**config.mk**
```make
export PLATFORM = sky130hd
export DESIGN_NAME = integer_to_padded_text
export DESIGN_NICKNAME = d
export VERILOG_FILES = /design/src/rtl/i2t_pkg.sv /design/src/rtl/i2t_front.sv /design/src/rtl/i2t_queue.sv /design/src/rtl/i2t_back.sv /design/src/rtl/integer_to_padded_text.sv
export SDC_FILE = /design/constraint.sdc
export NUM_CORES = 1
export LEC_CHECK = 0
export ABC_AREA = 1
export BUFFER_PORTS_ARGS = -buffer_cell sky130_fd_sc_hd__clkbuf_2
export CAP_MARGIN = 25
export CELL_PAD_IN_SITES_DETAIL_PLACEMENT = 0
export CELL_PAD_IN_SITES_GLOBAL_PLACEMENT = 1
export CORE_AREA = 2 2 250 252
export DETAILED_ROUTE_END_ITERATION = 10
export DIE_AREA = 0 0 252 254
export PLACE_DENSITY_LB_ADDON = 0.1
export SKIP_LAST_GASP = 1
export SLEW_MARGIN = 20
export SYNTH_ARGS = -nofsm -noshare
export SYNTH_HDL_FRONTEND = slang
export SYNTH_HIERARCHICAL = 1
export SYNTH_SLANG_ARGS = --single-unit
```
**constraint.sdc**
```tcl
create_clock -name clk -period 22.3 [get_ports clk]
set_clock_uncertainty 0.2 [all_clocks]
set_input_delay 4.46 -clock clk [delete_from_list [all_inputs] [get_ports clk]]
set_output_delay 4.46 -clock clk [all_outputs]
set_load 0.01 [all_outputs]
```
**src/rtl/i2t_pkg.sv**
```systemverilog
// ----------------------------------------------------------------------------
// i2t_pkg: shared definitions for the integer to padded text formatter
// Sizes, base codes, ASCII codes and the job record that the front part
// hands to the back part through the queue.
// ----------------------------------------------------------------------------
package i2t_pkg;

  // Largest field width and precision, and the number of magnitude bits used.
  localparam int MAX_FIELD  = 60;
  localparam int VALUE_BITS = 64;

  // Digit slots: octal needs the most digits of all bases.
  localparam int NUM_DIGITS = (VALUE_BITS + 2) / 3;
  localparam int DIG_W      = $clog2(NUM_DIGITS);
  localparam int CNT_W      = $clog2(VALUE_BITS + 1);

  // Length arithmetic width: holds a full field and the raw 7-bit inputs.
  localparam int LEN_W = $clog2(MAX_FIELD + 3);
  localparam int AW    = (LEN_W > 7) ? LEN_W : 7;

  // Base codes of base_select.
  localparam logic [1:0] BASE_OCT     = 2'd0;
  localparam logic [1:0] BASE_DEC     = 2'd1;
  localparam logic [1:0] BASE_HEX     = 2'd2;
  localparam logic [1:0] BASE_HEX_ALT = 2'd3;

  // ASCII codes.
  localparam logic [7:0] CH_SPACE = 8'h20;
  localparam logic [7:0] CH_PLUS  = 8'h2B;
  localparam logic [7:0] CH_MINUS = 8'h2D;
  localparam logic [7:0] CH_ZERO  = 8'h30;
  localparam logic [7:0] CH_X_UP  = 8'h58;
  localparam logic [7:0] CH_X_LO  = 8'h78;
  localparam logic [7:0] CH_A_UP  = 8'h41;
  localparam logic [7:0] CH_A_LO  = 8'h61;

  // One formatted field, described by its segment boundaries.
  // Positions below b1 are spaces, then the prefix up to b2, zeros up to b3,
  // digits up to b4 and trailing spaces up to len.
  typedef struct packed {
    logic [NUM_DIGITS-1:0][3:0] digits;
    logic                       upper;
    logic [7:0]                 prefix0;
    logic [7:0]                 prefix1;
    logic [AW-1:0]              b1;
    logic [AW-1:0]              b2;
    logic [AW-1:0]              b3;
    logic [AW-1:0]              b4;
    logic [AW-1:0]              len;
  } job_t;

endpackage

```
**src/rtl/i2t_front.sv**
```systemverilog
// ----------------------------------------------------------------------------
// i2t_front: conversion front end
// Accepts one conversion, extracts its digits (double dabble for decimal,
// direct bit fields for octal and hex), finds the digit count and works out
// the field layout, then queues one job unless the field is empty.
// ----------------------------------------------------------------------------
module i2t_front import i2t_pkg::*; (
  input  logic        clk,
  input  logic        rst,
  input  logic        in_valid,
  output logic        in_stall,
  input  logic [63:0] magnitude,
  input  logic        signed_conv,
  input  logic        is_negative,
  input  logic [1:0]  base_select,
  input  logic        upper_case,
  input  logic        left_justify,
  input  logic        zero_pad,
  input  logic        force_plus,
  input  logic        space_sign,
  input  logic        alternate,
  input  logic [5:0]  field_width,
  input  logic [6:0]  min_digits,
  output logic        q_push,
  output job_t        q_data,
  input  logic        q_full
);

  localparam logic [1:0] ST_IDLE   = 2'd0;
  localparam logic [1:0] ST_DABBLE = 2'd1;
  localparam logic [1:0] ST_SCAN   = 2'd2;
  localparam logic [1:0] ST_PUSH   = 2'd3;

  localparam logic [AW-1:0]    MAX_A   = AW'(MAX_FIELD);
  localparam logic [DIG_W-1:0] TOP_IDX = DIG_W'(NUM_DIGITS - 1);

  logic [1:0] state;

  // Item registers.
  logic [NUM_DIGITS-1:0][3:0] digits;
  logic [VALUE_BITS-1:0]      shreg;
  logic [CNT_W-1:0]           cnt;
  logic [DIG_W-1:0]           idx;
  logic                       vzero;
  logic                       sgn;
  logic                       neg;
  logic [1:0]                 sel;
  logic                       upper;
  logic                       left;
  logic                       zero;
  logic                       plus;
  logic                       space;
  logic                       alt;
  logic [AW-1:0]              width;
  logic [6:0]                 prec_in;

  // Digit sources at accept time.
  logic [VALUE_BITS-1:0]       value;
  logic [3*NUM_DIGITS-1:0]     oct_src;
  logic [NUM_DIGITS-1:0][3:0]  oct_digits;
  logic [NUM_DIGITS-1:0][3:0]  hex_digits;
  logic [1:0]                  sel_in;
  logic [AW-1:0]               width_raw;

  // Double dabble adjust.
  logic [NUM_DIGITS-1:0][3:0]  adj;
  logic [4*NUM_DIGITS-1:0]     adj_flat;

  // Layout arithmetic.
  logic          prec_set;
  logic [AW-1:0] prec_raw;
  logic [AW-1:0] prec;
  logic [AW-1:0] nd;
  logic [AW-1:0] nd_eff;
  logic [AW-1:0] np;
  logic [7:0]    pre0;
  logic [7:0]    pre1;
  logic [AW-1:0] zeros;
  logic          zfill;
  logic [AW-1:0] content;
  logic [AW-1:0] pad;
  logic [AW-1:0] b1;
  logic [AW-1:0] b2;
  logic [AW-1:0] b3;
  logic [AW-1:0] b4;
  logic [AW-1:0] len;

  assign in_stall = (state != ST_IDLE);

  // Digit fields of the incoming magnitude.
  assign value      = magnitude[VALUE_BITS-1:0];
  assign oct_src    = (3*NUM_DIGITS)'(value);
  assign hex_digits = (4*NUM_DIGITS)'(value);
  assign sel_in     = (base_select == BASE_HEX_ALT) ? BASE_HEX : base_select;
  assign width_raw  = AW'(field_width);

  always_comb begin
    for (int i = 0; i < NUM_DIGITS; i++) begin
      oct_digits[i] = {1'b0, oct_src[3*i +: 3]};
    end
  end

  // Add three to every BCD digit of five or more before the shift.
  always_comb begin
    for (int i = 0; i < NUM_DIGITS; i++) begin
      adj[i] = (digits[i] >= 4'd5) ? digits[i] + 4'd3 : digits[i];
    end
  end
  assign adj_flat = adj;

  // Control sequence.
  always_ff @(posedge clk) begin
    if (rst) begin
      state <= ST_IDLE;
    end else begin
      unique case (state)
        ST_IDLE: begin
          if (in_valid) begin
            state <= (sel_in == BASE_DEC) ? ST_DABBLE : ST_SCAN;
          end
        end
        ST_DABBLE: begin
          if (cnt == CNT_W'(1)) begin
            state <= ST_SCAN;
          end
        end
        ST_SCAN: begin
          if (!(idx != '0 && digits[idx] == 4'd0)) begin
            state <= ST_PUSH;
          end
        end
        ST_PUSH: begin
          if (len == '0 || !q_full) begin
            state <= ST_IDLE;
          end
        end
        default: state <= ST_IDLE;
      endcase
    end
  end

  // Item registers: loaded on the transfer, then stepped by the sequence.
  always_ff @(posedge clk) begin
    if (state == ST_IDLE) begin
      if (in_valid) begin
        shreg   <= value;
        cnt     <= CNT_W'(VALUE_BITS);
        idx     <= TOP_IDX;
        vzero   <= (value == '0);
        sgn     <= signed_conv;
        neg     <= is_negative;
        sel     <= sel_in;
        upper   <= upper_case;
        left    <= left_justify;
        zero    <= zero_pad;
        plus    <= force_plus;
        space   <= space_sign;
        alt     <= alternate;
        width   <= (width_raw > MAX_A) ? MAX_A : width_raw;
        prec_in <= min_digits;
        if (sel_in == BASE_DEC) begin
          digits <= '0;
        end else if (sel_in == BASE_OCT) begin
          digits <= oct_digits;
        end else begin
          digits <= hex_digits;
        end
      end
    end else if (state == ST_DABBLE) begin
      digits <= {adj_flat[4*NUM_DIGITS-2:0], shreg[VALUE_BITS-1]};
      shreg  <= {shreg[VALUE_BITS-2:0], 1'b0};
      cnt    <= cnt - CNT_W'(1);
    end else if (state == ST_SCAN) begin
      if (idx != '0 && digits[idx] == 4'd0) begin
        idx <= idx - DIG_W'(1);
      end
    end
  end

  // Prefix selection.
  always_comb begin
    np   = '0;
    pre0 = CH_ZERO;
    pre1 = CH_X_LO;
    if (sgn) begin
      if (neg) begin
        np   = AW'(1);
        pre0 = CH_MINUS;
      end else if (plus) begin
        np   = AW'(1);
        pre0 = CH_PLUS;
      end else if (space) begin
        np   = AW'(1);
        pre0 = CH_SPACE;
      end
    end else if (alt && !vzero) begin
      if (sel == BASE_OCT) begin
        np = AW'(1);
      end else if (sel == BASE_HEX) begin
        np   = AW'(2);
        pre1 = upper ? CH_X_UP : CH_X_LO;
      end
    end
  end

  // Field layout from precision, width and digit count.
  always_comb begin
    prec_set = ~prec_in[6];
    prec_raw = AW'(prec_in[5:0]);
    if (!prec_set) begin
      prec = '0;
    end else begin
      prec = (prec_raw > MAX_A) ? MAX_A : prec_raw;
    end
    nd      = AW'(idx) + AW'(1);
    zeros   = (prec_set && prec > nd) ? prec - nd : '0;
    zfill   = !prec_set && zero && !left && (width != '0);
    nd_eff  = (vzero && prec_set && prec == '0) ? '0 : nd;
    content = np + zeros + nd_eff;
    pad     = (width > content) ? width - content : '0;
    b1      = (!left && !zfill) ? pad : '0;
    b2      = b1 + np;
    b3      = b2 + zeros + (zfill ? pad : '0);
    b4      = b3 + nd_eff;
    len     = b4 + (left ? pad : '0);
  end

  // Queue write; an empty field is dropped here.
  assign q_push = (state == ST_PUSH) && (len != '0) && !q_full;

  always_comb begin
    q_data.digits  = digits;
    q_data.upper   = upper;
    q_data.prefix0 = pre0;
    q_data.prefix1 = pre1;
    q_data.b1      = b1;
    q_data.b2      = b2;
    q_data.b3      = b3;
    q_data.b4      = b4;
    q_data.len     = len;
  end

endmodule

```
**src/rtl/i2t_queue.sv**
```systemverilog
// ----------------------------------------------------------------------------
// i2t_queue: job queue between front and back
// A two-entry register queue so that digit extraction of the next item can
// overlap the character output of the current one.
// ----------------------------------------------------------------------------
module i2t_queue import i2t_pkg::*; (
  input  logic       clk,
  input  logic       rst,
  input  logic       push,
  input  job_t       wr_data,
  output logic       full,
  input  logic       pop,
  output logic       rd_valid,
  output job_t       rd_data,
  output logic [1:0] count
);

  localparam int DEPTH = 2;
  localparam int PTR_W = $clog2(DEPTH);

  job_t             entries [DEPTH];
  logic [PTR_W-1:0] wptr;
  logic [PTR_W-1:0] rptr;

  assign full     = (count == 2'(DEPTH));
  assign rd_valid = (count != 2'd0);
  assign rd_data  = entries[rptr];

  // Pointers and fill level.
  always_ff @(posedge clk) begin
    if (rst) begin
      wptr  <= '0;
      rptr  <= '0;
      count <= 2'd0;
    end else begin
      if (push) begin
        wptr <= wptr + PTR_W'(1);
      end
      if (pop) begin
        rptr <= rptr + PTR_W'(1);
      end
      if (push && !pop) begin
        count <= count + 2'd1;
      end else if (pop && !push) begin
        count <= count - 2'd1;
      end
    end
  end

  // Entry storage.
  always_ff @(posedge clk) begin
    if (push) begin
      entries[wptr] <= wr_data;
    end
  end

endmodule

```
**src/rtl/i2t_back.sv**
```systemverilog
// ----------------------------------------------------------------------------
// i2t_back: character output back end
// Takes one job from the queue and walks its positions, one character a cycle
// unless the output stalls, into an output register that the receiver drains.
// ----------------------------------------------------------------------------
module i2t_back import i2t_pkg::*; (
  input  logic       clk,
  input  logic       rst,
  input  logic       q_valid,
  input  job_t       q_data,
  output logic       q_pop,
  output logic       out_valid,
  input  logic       out_stall,
  output logic [7:0] character,
  output logic       last
);

  job_t          job;
  logic          busy;
  logic [AW-1:0] pos;

  logic          emit;
  logic          at_end;
  logic [AW-1:0] dpos;
  logic [3:0]    dval;
  logic [7:0]    dchar;
  logic [7:0]    ch;

  assign q_pop  = !busy && q_valid;
  assign emit   = busy && (!out_valid || !out_stall);
  assign at_end = (pos == job.len - AW'(1));

  // Digits are stored least significant first.
  assign dpos  = job.b4 - AW'(1) - pos;
  assign dval  = job.digits[dpos[DIG_W-1:0]];
  assign dchar = (dval < 4'd10) ? CH_ZERO + {4'd0, dval}
               : (job.upper ? CH_A_UP : CH_A_LO) + {4'd0, dval} - 8'd10;

  // Character at the current position.
  always_comb begin
    if (pos < job.b1) begin
      ch = CH_SPACE;
    end else if (pos < job.b2) begin
      ch = (pos == job.b1) ? job.prefix0 : job.prefix1;
    end else if (pos < job.b3) begin
      ch = CH_ZERO;
    end else if (pos < job.b4) begin
      ch = dchar;
    end else begin
      ch = CH_SPACE;
    end
  end

  // Job and output control.
  always_ff @(posedge clk) begin
    if (rst) begin
      busy      <= 1'b0;
      out_valid <= 1'b0;
    end else begin
      if (q_pop) begin
        busy <= 1'b1;
      end else if (emit && at_end) begin
        busy <= 1'b0;
      end
      if (emit) begin
        out_valid <= 1'b1;
      end else if (!out_stall) begin
        out_valid <= 1'b0;
      end
    end
  end

  // Job payload, position and output register.
  always_ff @(posedge clk) begin
    if (q_pop) begin
      job <= q_data;
      pos <= '0;
    end else if (emit) begin
      pos <= pos + AW'(1);
    end
    if (emit) begin
      character <= ch;
      last      <= at_end;
    end
  end

endmodule

```
**src/rtl/integer_to_padded_text.sv**
```systemverilog
// ----------------------------------------------------------------------------
// integer_to_padded_text: printf-style integer field formatter
// Turns one integer conversion request into its ASCII field, one character
// per result, with last marking the final character.
// ----------------------------------------------------------------------------
//
//   Channel  Handshake             Payload
//   -------  --------------------  ------------------------------------------
//   input    in_valid / in_stall   magnitude, flags, field_width, min_digits
//   output   out_valid / out_stall character, last
//
// Front: takes the transfer, runs double dabble for decimal, scans for the
// digit count and writes the queue, waiting while the queue is full.
// Back: takes a job, then one character per cycle (up to 62) unless stalled.
// A two-entry queue lets the next conversion overlap the current output.
// Reset is synchronous and clears the sequencers and the queue only.
// A stalled output holds its character; the back part waits behind it.
// ----------------------------------------------------------------------------
module integer_to_padded_text import i2t_pkg::*; (
  input  logic        clk,
  input  logic        rst,
  input  logic        in_valid,
  output logic        in_stall,
  input  logic [63:0] magnitude,
  input  logic        signed_conv,
  input  logic        is_negative,
  input  logic [1:0]  base_select,
  input  logic        upper_case,
  input  logic        left_justify,
  input  logic        zero_pad,
  input  logic        force_plus,
  input  logic        space_sign,
  input  logic        alternate,
  input  logic [5:0]  field_width,
  input  logic [6:0]  min_digits,
  output logic        out_valid,
  input  logic        out_stall,
  output logic [7:0]  character,
  output logic        last
);

  logic       q_push;
  job_t       q_wdata;
  logic       q_full;
  logic       q_pop;
  logic       q_valid;
  job_t       q_rdata;
  logic [1:0] q_count;

  // Digit extraction and layout.
  i2t_front u_front (
    .clk          (clk),
    .rst          (rst),
    .in_valid     (in_valid),
    .in_stall     (in_stall),
    .magnitude    (magnitude),
    .signed_conv  (signed_conv),
    .is_negative  (is_negative),
    .base_select  (base_select),
    .upper_case   (upper_case),
    .left_justify (left_justify),
    .zero_pad     (zero_pad),
    .force_plus   (force_plus),
    .space_sign   (space_sign),
    .alternate    (alternate),
    .field_width  (field_width),
    .min_digits   (min_digits),
    .q_push       (q_push),
    .q_data       (q_wdata),
    .q_full       (q_full)
  );

  // Job queue.
  i2t_queue u_queue (
    .clk      (clk),
    .rst      (rst),
    .push     (q_push),
    .wr_data  (q_wdata),
    .full     (q_full),
    .pop      (q_pop),
    .rd_valid (q_valid),
    .rd_data  (q_rdata),
    .count    (q_count)
  );

  // Character output.
  i2t_back u_back (
    .clk       (clk),
    .rst       (rst),
    .q_valid   (q_valid),
    .q_data    (q_rdata),
    .q_pop     (q_pop),
    .out_valid (out_valid),
    .out_stall (out_stall),
    .character (character),
    .last      (last)
  );

  // The queue never holds more than its two entries.
  a_queue_bound: assert property (@(posedge clk) disable iff (rst)
    (q_count != 2'd3))
    else $error("job queue count out of range");

  // A full queue is never written.
  a_no_overflow: assert property (@(posedge clk) disable iff (rst)
    q_push |-> (q_count != 2'd2))
    else $error("job queue written while full");

  // After an input transfer the front part is busy on the next cycle.
  a_front_busy: assert property (@(posedge clk) disable iff (rst)
    (in_valid && !in_stall) |=> in_stall)
    else $error("front part took a second item at once");

  // Within a field the characters follow each other without a gap.
  a_no_gap: assert property (@(posedge clk) disable iff (rst)
    (out_valid && !out_stall && !last) |=> out_valid)
    else $error("gap inside a field");

endmodule
```
==> metrics.md <==
| Metric | Value |
|---|---|
| Initial cell density of the core | `50.4%` |
| Routed via count | `19300` |
| Mapped Area | `30900 µm²` |
| Worst Max-Slew Pin Slew | `1.05 ns` |
| CTS buffer count | `69` |
| Post-CTS Setup Repair Bufs | `0` |
| H-tree depth | `3` |
| Ys flop type | `edfxtp_1` |
| Highest-count cells in the layout ignoring fill and taps | `617 x edfxtp_1, 469 x nand2_1, 313 x inv_1, 144 x nand3_1, 142 x nor2_1` |
| Clock latency on the worst-skew pair | `0.60 ns` |
| Post-cts sizing count | `0` |
| Final hold slack | `0.278 ns` |
| Global route overflow | `0` |
| Buffer levels on the longest clock path | `3` |
| Site Rows | `91` |
| Multi-input gate area | `10300 µm²` |
| Post-synth cell types | `58` |
| Detailed placement HPWL | `48.1 mm` |
| Post-route antenna net violation count | `0` |
| Syn avg cell area | `11.9 µm²` |
| Largest area contributor in the netlist | `edfxtp_1` |
| Commonest non-fill, non-tap cell in the layout | `edfxtp_1` |
| Nets | `2938` |
| First-pass GRT wire length | `109 mm` |
| Max_slew headroom | `29.8%` |
| Total Die Area | `64000 µm²` |
| Family with the most delay on the worst path | `adder cells` |
| Final setup vio count | `0` |
| CP Max Fanout | `68` |
| CTS Hold Buffers Added | `0` |
| Min Clock Period, post-route | `13.43 ns` |
| CP startpoint kind | `register` |
| Area Growth Syn to Fin | `10.5%` |
| Clk sinks | `633` |
| Tot GR Track Use | `22.4%` |
| Total Wirelength | `70.4 mm` |
| Pin count of the biggest net entering global routing | `145` |
| Crit path DAT | `13.44 ns` |
| Top-area cell type share of the netlist area | `60.0%` |
| FMAX | `74.4 MHz` |
| PnR worst setup slack | `8.87 ns` |
| Critical Path Slowest Stage Cell | `buf_4` |
| Total area of sequential cells | `18900 µm²` |
| CORE AREA | `61300 µm²` |
| Sequential element share of the synthesized area | `61.0%` |
| Share of cells above drive strength 1 | `14.9%` |
| Die W | `252 µm` |
| CP required | `22.31 ns` |
| CP bufs+invs | `10` |
| Fill cells | `5166` |
| EDFF count, synth | `617` |
| Outcome | `complete, no violations` |
| Drt pass-1 iters | `5` |
| Synth Instances | `2598` |
| Antenna Cells | `0` |
| Final count of hold timing violations | `0` |
| Worst setup EP type | `register` |
| Crit Path Class | `register to register` |
| CP max stage delay | `0.83 ns` |
| Die Y-Extent | `254 µm` |
| I/O Pins | `102` |
| Max-cap viol count | `0` |
| GP Congestion | `0.883` |
| Hold crit path type | `register to register` |
| DR WL/cell | `19.9 µm` |
| DRC | `0` |
| Post-route setup TNS | `0 ns` |
| Seq cells post-synth | `633` |
| Async SR Flop Fraction | `0%` |
| Post-Place Cell Area | `32100 µm²` |
| CTS tree | `done` |
| Most Frequent Cell on Critical Path | `inv_1` |
| Port Buf Inserts | `101` |
| Root buf cell | `clkbuf_16` |
| R2r setup slk | `8.87 ns` |
| Tcrit/Tclk final | `60.2%` |
| Vias in the first global route | `19300` |
| Unrepaired setup endpoints after global routing | `false` |
| Synth area leaders | `edfxtp_1 60%, nand2_1 5.7%, ha_1 5.1%` |
| YS warnings | `6` |
| Via density | `5.46` |
| Initial DRC Count | `1334` |
| Slew Viols, Final | `0` |
| Clock-pin transition on the worst setup and hold timing paths | `0.06 ns` |
| Final std cell area, no fill | `34100 µm²` |
| Setup WS pre-CTS | `8.87 ns` |
| Initial antenna violation count | `0` |
-- flip-flops by register name (all words and copies together) (netlist names), 2 cells and up, named ones only --
register	flops
u_front/state	2
u_front/prec_in	7
u_back/job	140
u_queue/entries	280
u_front/sel	2
u_front/q_data	88
u_back/character	8
u_front/width	6
u_back/pos	7
u_queue/count	2
u_front/idx	5
u_front/cnt	7
u_front/shreg	64
-- worst paths after layout --
check	start	to	cells past startpoint
setup / recovery	u_front/idx[0]	u_queue/entries[0][75]	52
setup reg to reg	u_front/idx[0]	u_queue/entries[0][75]	52
hold reg to reg	u_front/q_data[107]	u_queue/entries[0][107]	0
hold / removal	u_front/q_data[107]	u_queue/entries[0][107]	0
-- per-layer routing --
layer	vias to the layer above	global-route usage [%]	part of all wire [%]
li1	9368	-	-
met4	0	8.88	3.3
met1	9367	28.9	42
met3	120	3.39	5.1
met2	487	38.2	49
met5	-	0	0
-- worst reg2reg max path: cells and delay by family (launching register included) --
family	cells	cell delay, ns
AOI/OAI and AO/OA	5	0.74
and+or+nand+nor	22	3.62
adders and majority gates	11	4.31
xor gates and xnor gates	4	0.76
buffers and inverters	10	2.71
DFF	1	0.62
-- per-stage QoR --
step	instances	util (%)
CTS	3543	55.7
finish	3543	55.7
detailed placement	3423	52.3
global placement	3422	52.3
floorplan	2606	-
global route	3543	55.7
-- area by class of cell --
class,count,share of cell area (%)
flip-flops and latches,633,55.2
multi-input cells,1557,30.3
clock buffers,82,5.20
inverters,322,3.57
well taps,790,2.90
repair buffers,121,1.98
clock inverters,38,0.861
-- logic make-up after synthesis --
kind of cell,share of synthesized area [%]
and+or+nand+nor,12.5
DFF,61.0
buffers and inverters,5.75
AOI/OAI and AO/OA,6.18
adders and majority gates,6.18
muxes,6.42
xor gates and xnor gates,1.86
other,0.0243
-- cell usage after synthesis, types with 5 or more instances --
master and n:
xor2_1 48, dfxtp_1 16, a31oi_1 5, nand3_2 11, mux2_2 42, buf_6 18
a21oi_1 92, nand4_1 47, o22ai_1 10, nand2_1 470, o221ai_1 46, mux2_4 100
o21ai_0 98, edfxtp_1 617, o2bb2ai_1 5, clkbuf_1 50, or2_2 8, inv_1 315
xnor2_1 14, nor3_1 20, inv_2 5, buf_2 9, nand3_1 144, fa_1 16
o31ai_1 10, nand2_2 10, buf_4 15, nor4_1 18, nor2_1 144, o211ai_1 13
ha_1 127
Power is not shown: default switching activity piles up to over one toggle a cycle in this logic, so the estimate is an artifact.
